===== src/rtl/whc_pkg.sv =====
// whc_pkg: shared constants, payload structs, sequencer states and the cordic angle table
// used by every module of the waypoint heading controller; depends on nothing
package whc_pkg;

    localparam int CORDIC_STEPS = 16;   // 8 .. 30
    localparam int CNT_W        = 5;    // holds any step index up to 31
    localparam int CW           = 38;   // cordic x / y width
    localparam int ZW           = 28;   // angle width, 1/65536 degree
    localparam int SQW          = 58;   // squared distance width
    localparam int RTW          = 29;   // square root width
    localparam int RT_STEPS     = 29;   // root bit pairs

    localparam logic signed [ZW-1:0] DEG_180 = 28'sd11796480;
    localparam logic signed [ZW-1:0] DEG_90  = 28'sd5898240;
    localparam logic signed [ZW-1:0] DEG_4   = 28'sd262144;
    localparam logic signed [ZW-1:0] DEG_3   = 28'sd196608;
    localparam logic signed [31:0]   K_RAD   = 32'sd74961320;
    localparam logic [SQW-1:0]       D2_STOP  = 58'd42949672;
    localparam logic [SQW-1:0]       D2_REACH = 58'd1073741824;
    localparam logic signed [32:0]   FAR_LIM  = 33'sd268435456;
    localparam logic [30:0]          LIN_MAX  = 31'h7fffffff;

    localparam logic signed [31:0] TARGET_X_RESET = -32'sd1310720;
    localparam logic signed [31:0] TARGET_Y_RESET = 32'sd983040;

    localparam logic REG_TARGET_X = 1'b0;
    localparam logic REG_TARGET_Y = 1'b1;

    typedef struct packed {
        logic signed [31:0] pos_x;
        logic signed [31:0] pos_y;
        logic signed [15:0] quat_x;
        logic signed [15:0] quat_y;
        logic signed [15:0] quat_z;
        logic signed [15:0] quat_w;
    } odom_t;

    typedef struct packed {
        logic [30:0]        linear_velocity;
        logic signed [31:0] angular_velocity;
        logic               reached;
        logic signed [15:0] turn_angle;
    } cmd_t;

    typedef enum logic [3:0] {
        ST_IDLE,
        ST_MUL,
        ST_PREP,
        ST_CORD_YAW,
        ST_CORD_BRG,
        ST_TURN,
        ST_SCALE,
        ST_ROOT,
        ST_FIN
    } seq_state_t;

    // atan(2^-i) in 1/65536 degree, rounded to nearest
    function automatic logic signed [ZW-1:0] atan_entry(input logic [CNT_W-1:0] idx);
        logic signed [ZW-1:0] v;
        begin
            case (idx)
                5'd0:    v = 28'sd2949120;
                5'd1:    v = 28'sd1740967;
                5'd2:    v = 28'sd919879;
                5'd3:    v = 28'sd466945;
                5'd4:    v = 28'sd234379;
                5'd5:    v = 28'sd117304;
                5'd6:    v = 28'sd58666;
                5'd7:    v = 28'sd29335;
                5'd8:    v = 28'sd14668;
                5'd9:    v = 28'sd7334;
                5'd10:   v = 28'sd3667;
                5'd11:   v = 28'sd1833;
                5'd12:   v = 28'sd917;
                5'd13:   v = 28'sd458;
                5'd14:   v = 28'sd229;
                5'd15:   v = 28'sd115;
                5'd16:   v = 28'sd57;
                5'd17:   v = 28'sd29;
                5'd18:   v = 28'sd14;
                5'd19:   v = 28'sd7;
                5'd20:   v = 28'sd4;
                5'd21:   v = 28'sd2;
                5'd22:   v = 28'sd1;
                default: v = 28'sd0;
            endcase
            return v;
        end
    endfunction

endpackage


===== src/rtl/whc_isqrt.sv =====
// whc_isqrt: bit-pair integer square root, one result bit per cycle
// depends on whc_pkg for widths and step count
module whc_isqrt
    import whc_pkg::*;
(
    input  logic             clk,
    input  logic             rst_n,
    input  logic             start,
    input  logic [SQW-1:0]   value,
    output logic             busy,
    output logic [RTW-1:0]   root
);

    logic [SQW-1:0]   v_reg, r_reg, b_reg;
    logic [CNT_W-1:0] cnt_reg;
    logic             busy_reg;
    logic [SQW-1:0]   trial;

    assign trial = r_reg + b_reg;

    always_ff @(posedge clk or negedge rst_n)
    begin
        if (!rst_n)
        begin
            busy_reg <= 1'b0;
            cnt_reg  <= '0;
        end
        else if (start)
        begin
            busy_reg <= 1'b1;
            cnt_reg  <= '0;
        end
        else if (busy_reg)
        begin
            if (cnt_reg == CNT_W'(RT_STEPS - 1))
                busy_reg <= 1'b0;
            cnt_reg <= cnt_reg + 1'b1;
        end
    end

    always_ff @(posedge clk)
    begin
        if (start)
        begin
            v_reg <= value;
            r_reg <= '0;
            b_reg <= SQW'(1) << (2 * (RT_STEPS - 1));
        end
        else if (busy_reg)
        begin
            if (v_reg >= trial)
            begin
                v_reg <= v_reg - trial;
                r_reg <= (r_reg >> 1) + b_reg;
            end
            else
                r_reg <= r_reg >> 1;
            b_reg <= b_reg >> 2;
        end
    end

    assign busy = busy_reg;
    assign root = r_reg[RTW-1:0];

endmodule


===== config.mk =====
export PLATFORM = sky130hd
export DESIGN_NAME = whc_isqrt
export DESIGN_NICKNAME = d
export VERILOG_FILES = /design/src/rtl/whc_pkg.sv /design/src/rtl/whc_isqrt.sv
export SDC_FILE = /design/constraint.sdc
export NUM_CORES = 1
export LEC_CHECK = 0
export CAP_MARGIN = 20
export CORE_MARGIN = 3
export CORE_UTILIZATION = 50
export DETAILED_ROUTE_END_ITERATION = 16
export DONT_BUFFER_PORTS = 1
export HOLD_SLACK_MARGIN = 0.1
export REMOVE_ABC_BUFFERS = 1
export SLEW_MARGIN = 40
export SYNTH_ARGS = -nofsm -noshare
export SYNTH_HDL_FRONTEND = slang
export SYNTH_SLANG_ARGS = --single-unit

===== constraint.sdc =====
create_clock -name clk -period 6.6 [get_ports clk]
set_input_delay 1.32 -clock clk [delete_from_list [all_inputs] [get_ports clk]]
set_output_delay 1.32 -clock clk [all_outputs]
set_load 0.005 [all_outputs]

======== Word level (Yosys, flattened, before mapping) ========
Cells that the tools add are included.
cells by class
  shift operators ......................... 0
  multiplexer cells ....................... 9
  bitwise logic cells ..................... 0
  order comparisons ....................... 1
  eq/ne operators ......................... 1
  div/mod/pow operators ................... 0
  add/subtract/negate cells ............... 4
  multipliers ............................. 0
  reduce and logical (&&, ||, !) cells .... 3
operator list
  cell                                          number
  2-to-1 mux 58 bit                             4
  adder 57 x 57 -> 58 bit                       1
  adder 58 x 57 -> 58 bit                       1
  >= comparator 58 bit                          1
  subtractor 58 bit                             1
  2-to-1 mux 5 bit                              2
  adder 5 x 1 -> 5 bit (second input constant)  1
  equality test 5 bit (second input constant)   1
  nonzero test 2 bit                            2
  2-to-1 mux 1 bit                              3
  AND reduction 2 bit                           1
word-level totals
  register bits after elaboration ......... 151
  bits in writable memories ............... 0
  memory bits (read-only) ................. 0
  memories ................................ 0
  bits of input ports ..................... 61
  output and inout bits ................... 30
  bits in latches ......................... 0

======== Depth between registers and ports, before layout ========
Gate-level depths: netlist of the first run.
  depth in word-level cells ............... 5
  gate-level depth with buffers ........... 24

======== Least setup slack after synthesis of the first run ========
OpenSTA, ideal clock, no wires.
  path type ............................... register to register
  start point ............................. register r_reg[2]
  end point ............................... register v_reg[0], enable pin
  library setup time ...................... 650 ps
  slack ................................... 767 ps
  path buffers ............................ 0
  clock period less this slack ............ 5833 ps
  required time ........................... 5950 ps
  arrival time ............................ 5183 ps
  cell stages (with the launch flop) ...... 20
  path through ............................ dfxtp_1 ha_1 a31oi_1 o21ai_0 a21oi_1 nor2_1 a21oi_1 o21ai_1 a21oi_1 o21bai_1 xnor2_1 ha_1 and3_1 and2_1 and3_1 a2111oi_4 o221a_2 o211ai_4 o21ai_0 nand2_1
between the ends
  cells in the longest elaborated chain, start to end .. 4
ends and longest elaborated chain
  what                                  RTL line         text
  start: declaration                    whc_isqrt.sv:14  logic [SQW-1:0] v_reg, r_reg, b_reg;
  start signal: assignment              whc_isqrt.sv:54  r_reg <= (r_reg >> 1) + b_reg;
  start signal: assignment              whc_isqrt.sv:57  r_reg <= r_reg >> 1;
  adder 58 x 57 -> 58 bit               whc_isqrt.sv:19  assign trial = r_reg + b_reg;
  >= comparator 58 bit                  whc_isqrt.sv:51  if (v_reg >= trial)
  nonzero test 2 bit (no source line)   --
  AND reduction 2 bit (no source line)  --
  end signal: assignment                whc_isqrt.sv:45  v_reg <= value;
  end signal: assignment                whc_isqrt.sv:53  v_reg <= v_reg - trial;
  end: declaration                      whc_isqrt.sv:14
Every way passes these cells.
A chain may end at the register's enable or synchronous reset.

======== Worst setup path after layout of the first run ========
  start point ............................. register r_reg[6]
  end point ............................... register r_reg[32]
between the ends
  cells in the longest elaborated chain, start to end .. 3
ends and longest elaborated chain
  what                     RTL line
  adder 58 x 57 -> 58 bit  whc_isqrt.sv:19
  >= comparator 58 bit     whc_isqrt.sv:51
  2-to-1 mux 58 bit *      whc_isqrt.sv:51
Every way passes the cells marked *; elsewhere a longest branch is shown, timed or not.

==> results.cfg, run 1 <==
[status]
status = finished, final reports clean

[place]
hpwl_mm = 32.2
port-buffer-count = 0
placement.cell_area_mm2 = 0.0143
finalWeightedCongestion = 0.952

[layout]
layout_common_cells = nand2_1, nor2_1, o21ai_0
most_common_library_cell_in_the_layout_ignoring_fill_and_taps = nand2_1
area_delta_synth_final_pct = 4.44
post-route-cell-area_mm2 = 0.0149
insertedDiodeCount = 0
postLayoutCoreUtil_pct = 53.4
finish.net_count = 1915
drive_above_1_share_pct = 5.33

[global_route]
grt_antenna_before_repair = 1
total_routing_usage_gr_pct = 27.8
grt_max_degree = 209
via_count_of_the_first_global_routing_pass = 12600
grt_overflow_total = 0
grt_first_pass_wirelength_mm = 68.8

[cts]
postCtsSetupBuffers = 0
worst_skew_late_latency_ns = 0.45
clkSinkCount = 151
tritoncts.num_buffers = 17
clock_tree.htree_level_count = 4
cts-root-to-sink-buffers = 2
holdBufCountCts = 0
cts.repair.resized = 0
cts_tree = done
path_clk_slew_ns = 0.07
clock-root-buffer = clkbuf_16

[worst_setup_path]
cp_cell_sequence = ha_1, nand4_1, o21ai_0, a21oi_1, nor2_1, a21oi_1, o21ai_1, a21oi_1, o21bai_1, xnor2_1, ha_1, and3_1, and2_1, and3_1, a2111oi_4, o221a_2, o211ai_4, buf_4, or2_1, buf_4, o311ai_0, a311oi_1
crit_path_frequent_cell = a21oi_1
rr_worst_depth = 22
cp_max_fo = 27
critical_path_arrival_ns = 6.49
cp_slowest_stage_delay_ns = 0.49
timing.critical_path.required_ns = 6.95
cp-end-kind = flip-flop
reg2reg_setup_slack_ns = 0.46
worst_path_max_delay_cell = o21ai_0
crit_path_start_kind = flip-flop
path_class = flip-flop to flip-flop

[sta]
setup_repair_after_global_routing_missed_its_margin = false
finalSetupViolations = 0
fmax_ghz = 0.163
report.final.slew_viol_count = 0
fin_skew_ns = 0.0189
timing.final.crit_period_ns = 6.14
slew_headroom_pct = 49.2
tightest_slew_ns = 0.762
final_min_period_over_clock_period_pct = 93.0
final_hold_viol_count = 0
final.setup.tns_ns = 0

[drt]
route.vias.total = 13400
avgViaCountPerCell = 6.29
drt_wl_total_mm = 43.3
route.antenna.remaining_nets = 0
wl_per_cell_um = 20.4
remaining_drc_errors = 0
detail_route.first_pass.iterations = 6
drt_iter0_drc = 1068

[power_and_ir_drop]
max-vdd-ir-drop_mv = 0.243
leakage_power_uw = 0.00594
power-per-cell-area_mw_per_mm2 = 434

[die]
core-area_mm2 = 0.0279
die_width_um = 175
num_rows = 61
io_pins = 91
floorplan.initialDensity_pct = 51.1
design.die.area_mm2 = 0.0306
dieHeight_um = 175

[synth]
synthesis.instances = 1822
post_synth_edffs = 58
post_synth_main_area_contributors = dfxtp_1, edfxtp_1, ha_1
netlist.top_cell.by_area = dfxtp_1
synthesis.area_mm2 = 0.0143
synth_seq_area_share_pct = 25.5
synth_flop_cell = dfxtp_1
asyncSetResetFlopFracSynth_pct = 3.97
yosys_warnings = 0
syn_area_per_cell_um2 = 7.83
synth.top_cell.area_share_pct = 12.2
netlist-cell-type-count = 81
synth.ff_latch_count = 151

[job]
drv_cap = 0

[worst_hold_path]
hold_class = flip-flop to flip-flop
worst_hold_path.num_cells = 2
layout make-up:
cell class / instances / area, µm²
clock buffer: 21 / 470
clock inverter: 11 / 113
fill: 2772 / 13000
inverter: 38 / 143
multi-input combinational: 1503 / 9890
sequential: 151 / 3640
tap: 378 / 473
timing repair buffer: 22 / 178
power breakdown:
part	leakage [µW]	total, µW	switching (µW)	internal, µW
clock	0.000287	1010	451	557
combinational	0.00426	3890	2410	1490
sequential	0.00139	1570	225	1350
worst max-delay path: cells and delay by family (launching register included):
family	cells	cell delay (ns)
AO/OA/AOI/OAI	11	2.89
adder cells (fa/ha/maj)	2	0.79
flip-flops	1	0.40
buffers and inverters	2	0.63
AND/OR/NAND/NOR	6	1.19
XOR/XNOR	1	0.11
metal layers:
layer	track usage (%)	part of all wire, %	wire [µm]	up-vias
met2	47.4	48	20800	434
li1	-	-	-	6547
met5	0	0.030	13	-
met4	8.61	2.3	975	2
met1	36.3	44	18900	6325
met3	4.48	5.9	2550	59
cell usage after synthesis (8+ instances only):
master,count
and4_1,8
or2_2,8
and2_1,10
a31o_2,10
nand2_1,199
buf_4,29
o22ai_1,16
nor3_1,29
inv_1,38
o21bai_1,33
nand4_1,49
a21oi_1,119
o31ai_1,25
xor2_1,87
nor2_1,178
clkbuf_1,85
o211ai_1,8
ha_1,120
a311oi_1,14
a31oi_1,59
buf_2,10
nand2b_1,13
a211oi_1,35
nand3_1,32
xnor2_1,64
dfxtp_1,87
mux2i_1,42
nor2b_1,12
o21ai_0,165
edfxtp_1,58
and3_1,16
a21o_1,44
o21a_1,8
per-stage QoR:
step | hold slack [ns] | setup WS, ns | std cells | power [µW]
floorplan | 0.482 | -0.664 | 1692 | 4340
global placement | 0.516 | 0.623 | 2092 | 5370
detailed placement | 0.525 | 0.462 | 2092 | 5400
CTS | 0.538 | 0.414 | 2124 | 6440
global route | 0.540 | 0.00673 | 2124 | 6960
finish | 0.534 | 0.462 | 2124 | 6470
cells by family after synthesis:
kind of cell	Yosys count	synth area share (%)
and+or+nand+nor	584	18.8
xor gates and xnor gates	151	9.27
DFF	151	25.5
AOI/OAI and AO/OA	601	27.1
muxes	46	3.26
adders and majority gates	121	10.7
buffers and inverters	168	5.37
path summary, 6_finish.rpt:
path	end	from
setup / recovery	r_reg[32]	r_reg[6]
hold / removal	r_reg[0]	r_reg[0]
setup reg to reg	r_reg[32]	r_reg[6]
hold reg to reg	r_reg[0]	r_reg[0]
max in group asynchronous	busy	rst_n
min in group asynchronous	busy	rst_n
(Power assumes the default switching activity.)
==> run 2: changes to the inputs <==
--- a/config.mk
+++ b/config.mk
@@ -11,6 +11,7 @@
 export DETAILED_ROUTE_END_ITERATION = 16
 export DONT_BUFFER_PORTS = 1
 export HOLD_SLACK_MARGIN = 0.1
+export MAX_ROUTING_LAYER = met4
 export REMOVE_ABC_BUFFERS = 1
 export SLEW_MARGIN = 40
 export SYNTH_ARGS = -nofsm -noshare
==> run 2 against run 1 <==
  * Clock power is 9.9% higher
  * Register-to-register slack worse by 0.02 ns
  * Sequential power is essentially flat
  * Sequential share of layout area down 0.13 points
  * Wire length decreased by 0.37%
  * Worst hold slack about the same
  * Setup slack worse by 0.019 ns
  * Die area is the same
  * Cell count barely moved
  * Clock-buffer cell count unchanged
  * Critical path type unchanged
  * Critical endpoint unchanged
  * Highest routed layer is now met4
==> results.cfg, run 2 (synthesis gave the netlist of run 1 again) <==
[status]
status = finished, final reports clean

[worst_setup_path]
crit_path_start_kind = flip-flop
critical_path_arrival_ns = 6.52
cp_max_fo = 27
path_class = flip-flop to flip-flop
crit_path_start = r_reg[14]
rr_startpoint = r_reg[14]
timing.critical_path.required_ns = 6.96
cp-end-kind = flip-flop

[drt]
dr_wl_met3_mm = 2.25
met2_wire_length_mm = 20.7
met1_length_mm = 18.8
route.vias.total = 13400
drt_wl_total_mm = 43.1
avgViaCountPerCell = 6.29
route.antenna.remaining_nets = 0
detail_route.first_pass.iterations = 6
drt_iter0_drc = 1064
routed.top_layer = met4
wl_per_cell_um = 20.3
remaining_drc_errors = 0

[place]
placement.cell_area_mm2 = 0.0143
finalWeightedCongestion = 0.998
hpwl_mm = 32.5
port-buffer-count = 0
placed_instances = 2094

[cts]
clock_tree.htree_level_count = 4
clock-root-buffer = clkbuf_16
cts_tree = done
tritoncts.num_buffers = 17
postCtsSetupBuffers = 0
clkSinkCount = 151
cts.repair.resized = 0
holdBufCountCts = 0
cts-root-to-sink-buffers = 2
worst_skew_late_latency_ns = 0.45
path_clk_slew_ns = 0.07

[sta]
fin_skew_ns = 0.0142
timing.final.crit_period_ns = 6.16
tightest_slew_ns = 0.765
final.setup.tns_ns = 0
setup_repair_after_global_routing_missed_its_margin = false
final_min_period_over_clock_period_pct = 93.3
final_hold_viol_count = 0
finalSetupViolations = 0
slew_headroom_pct = 48.9
report.final.slew_viol_count = 0
fmax_ghz = 0.162

[die]
io_pins = 91
die_width_um = 175
floorplan.initialDensity_pct = 51.1
num_rows = 61
design.die.area_mm2 = 0.0306
dieHeight_um = 175
core-area_mm2 = 0.0279

[power_and_ir_drop]
power-per-cell-area_mw_per_mm2 = 438
max-vdd-ir-drop_mv = 0.271
leakage_power_uw = 0.00598

[layout]
most_common_library_cell_in_the_layout_ignoring_fill_and_taps = nand2_1
post-route-cell-area_mm2 = 0.0150
insertedDiodeCount = 0
seq_area_mm2 = 0.00364
final.fill_count = 2729
drive_above_1_share_pct = 5.43
multi_input_combinational_cell_area_mm2 = 0.00989
finish.net_count = 1917
area_delta_synth_final_pct = 5.02
layoutNonFillerInstCount = 2126
layout_common_cells = nand2_1, nor2_1, o21ai_0

[global_route]
grt_overflow_total = 0
grt_max_degree = 209
total_routing_usage_gr_pct = 29.0
grt_first_pass_wirelength_mm = 69.4
via_count_of_the_first_global_routing_pass = 12800
grt_antenna_before_repair = 1

[worst_hold_path]
hold_class = flip-flop to flip-flop
hp-start = b_reg[56]

[job]
drv_cap = 0
==> run 2: cell count changes in the layout (fill, tap and decap cells not counted) <==
| cell | delta |
|---|---|
| clkinv_4 | -1 |
| buf_4 | +2 |
| inv_4 | -1 |
| clkbuf_16 | +2 |
| bufinv_16 | +2 |
| clkbuf_8 | -2 |
==> run 2: worst max-delay path, stage by stage (launching register included) <==
cell	delay (ns)
dfxtp_1	0.53
ha_1	0.36
a31oi_1	0.34
nand3_1	0.12
a21oi_1	0.20
nor2_1	0.09
a21oi_1	0.37
o21ai_1	0.28
a211o_1	0.35
a31oi_1	0.20
xor2_1	0.31
ha_1	0.36
nand3_1	0.11
nor2_1	0.28
nand3_1	0.30
o41ai_4	0.60
buf_4	0.29
or2_1	0.12
buf_4	0.35
o311ai_0	0.21
a311oi_1	0.28
==> run 2: worst paths after layout <==
kind | slack, ns | depth (start not counted) | endpoint
max | 0.44 | 20 | r_reg[32]
min | 0.53 | 1 | b_reg[56]
max reg2reg | 0.44 | 20 | r_reg[32]
min reg2reg | 0.53 | 1 | b_reg[56]
max in group asynchronous | 5.96 | 0 | busy
min in group asynchronous | 0.56 | 0 | cnt_reg[0]
==> run 2: routing by layer <==
layer,GRT usage (%),up-vias
li1,-,6554
met1,36.3,6318
met2,47.8,409
met3,4.04,82
met4,10.6,0
met5,-,-
==> run 2: stage by stage <==
step           worst slack [ns]  utilization [%]  hold WS (ns)  total power [µW]
5_1_grt                   0.101             53.7         0.530              7060
3_3_place_gp              0.478             51.3         0.514              5380
6_report                  0.443             53.7         0.534              6570
3_5_place_dp              0.556             51.3         0.524              5400
4_1_cts                   0.528             53.7         0.536              6530
2_1_floorplan            -0.664                -         0.482              4340
==> run 2: power by group <==
group          switching (µW)  internal, µW
sequential                232          1350
clock                     451           658
combinational            2400          1480
==> run 2: final cells by class <==
class | count | share of cell area [%]
flip-flops and latches | 151 | 24.3
clock inverters | 11 | 1.05
well taps | 378 | 3.16
inverters | 38 | 0.952
clock buffers | 21 | 3.29
multi-input cells | 1503 | 66.0
repair buffers | 24 | 1.29
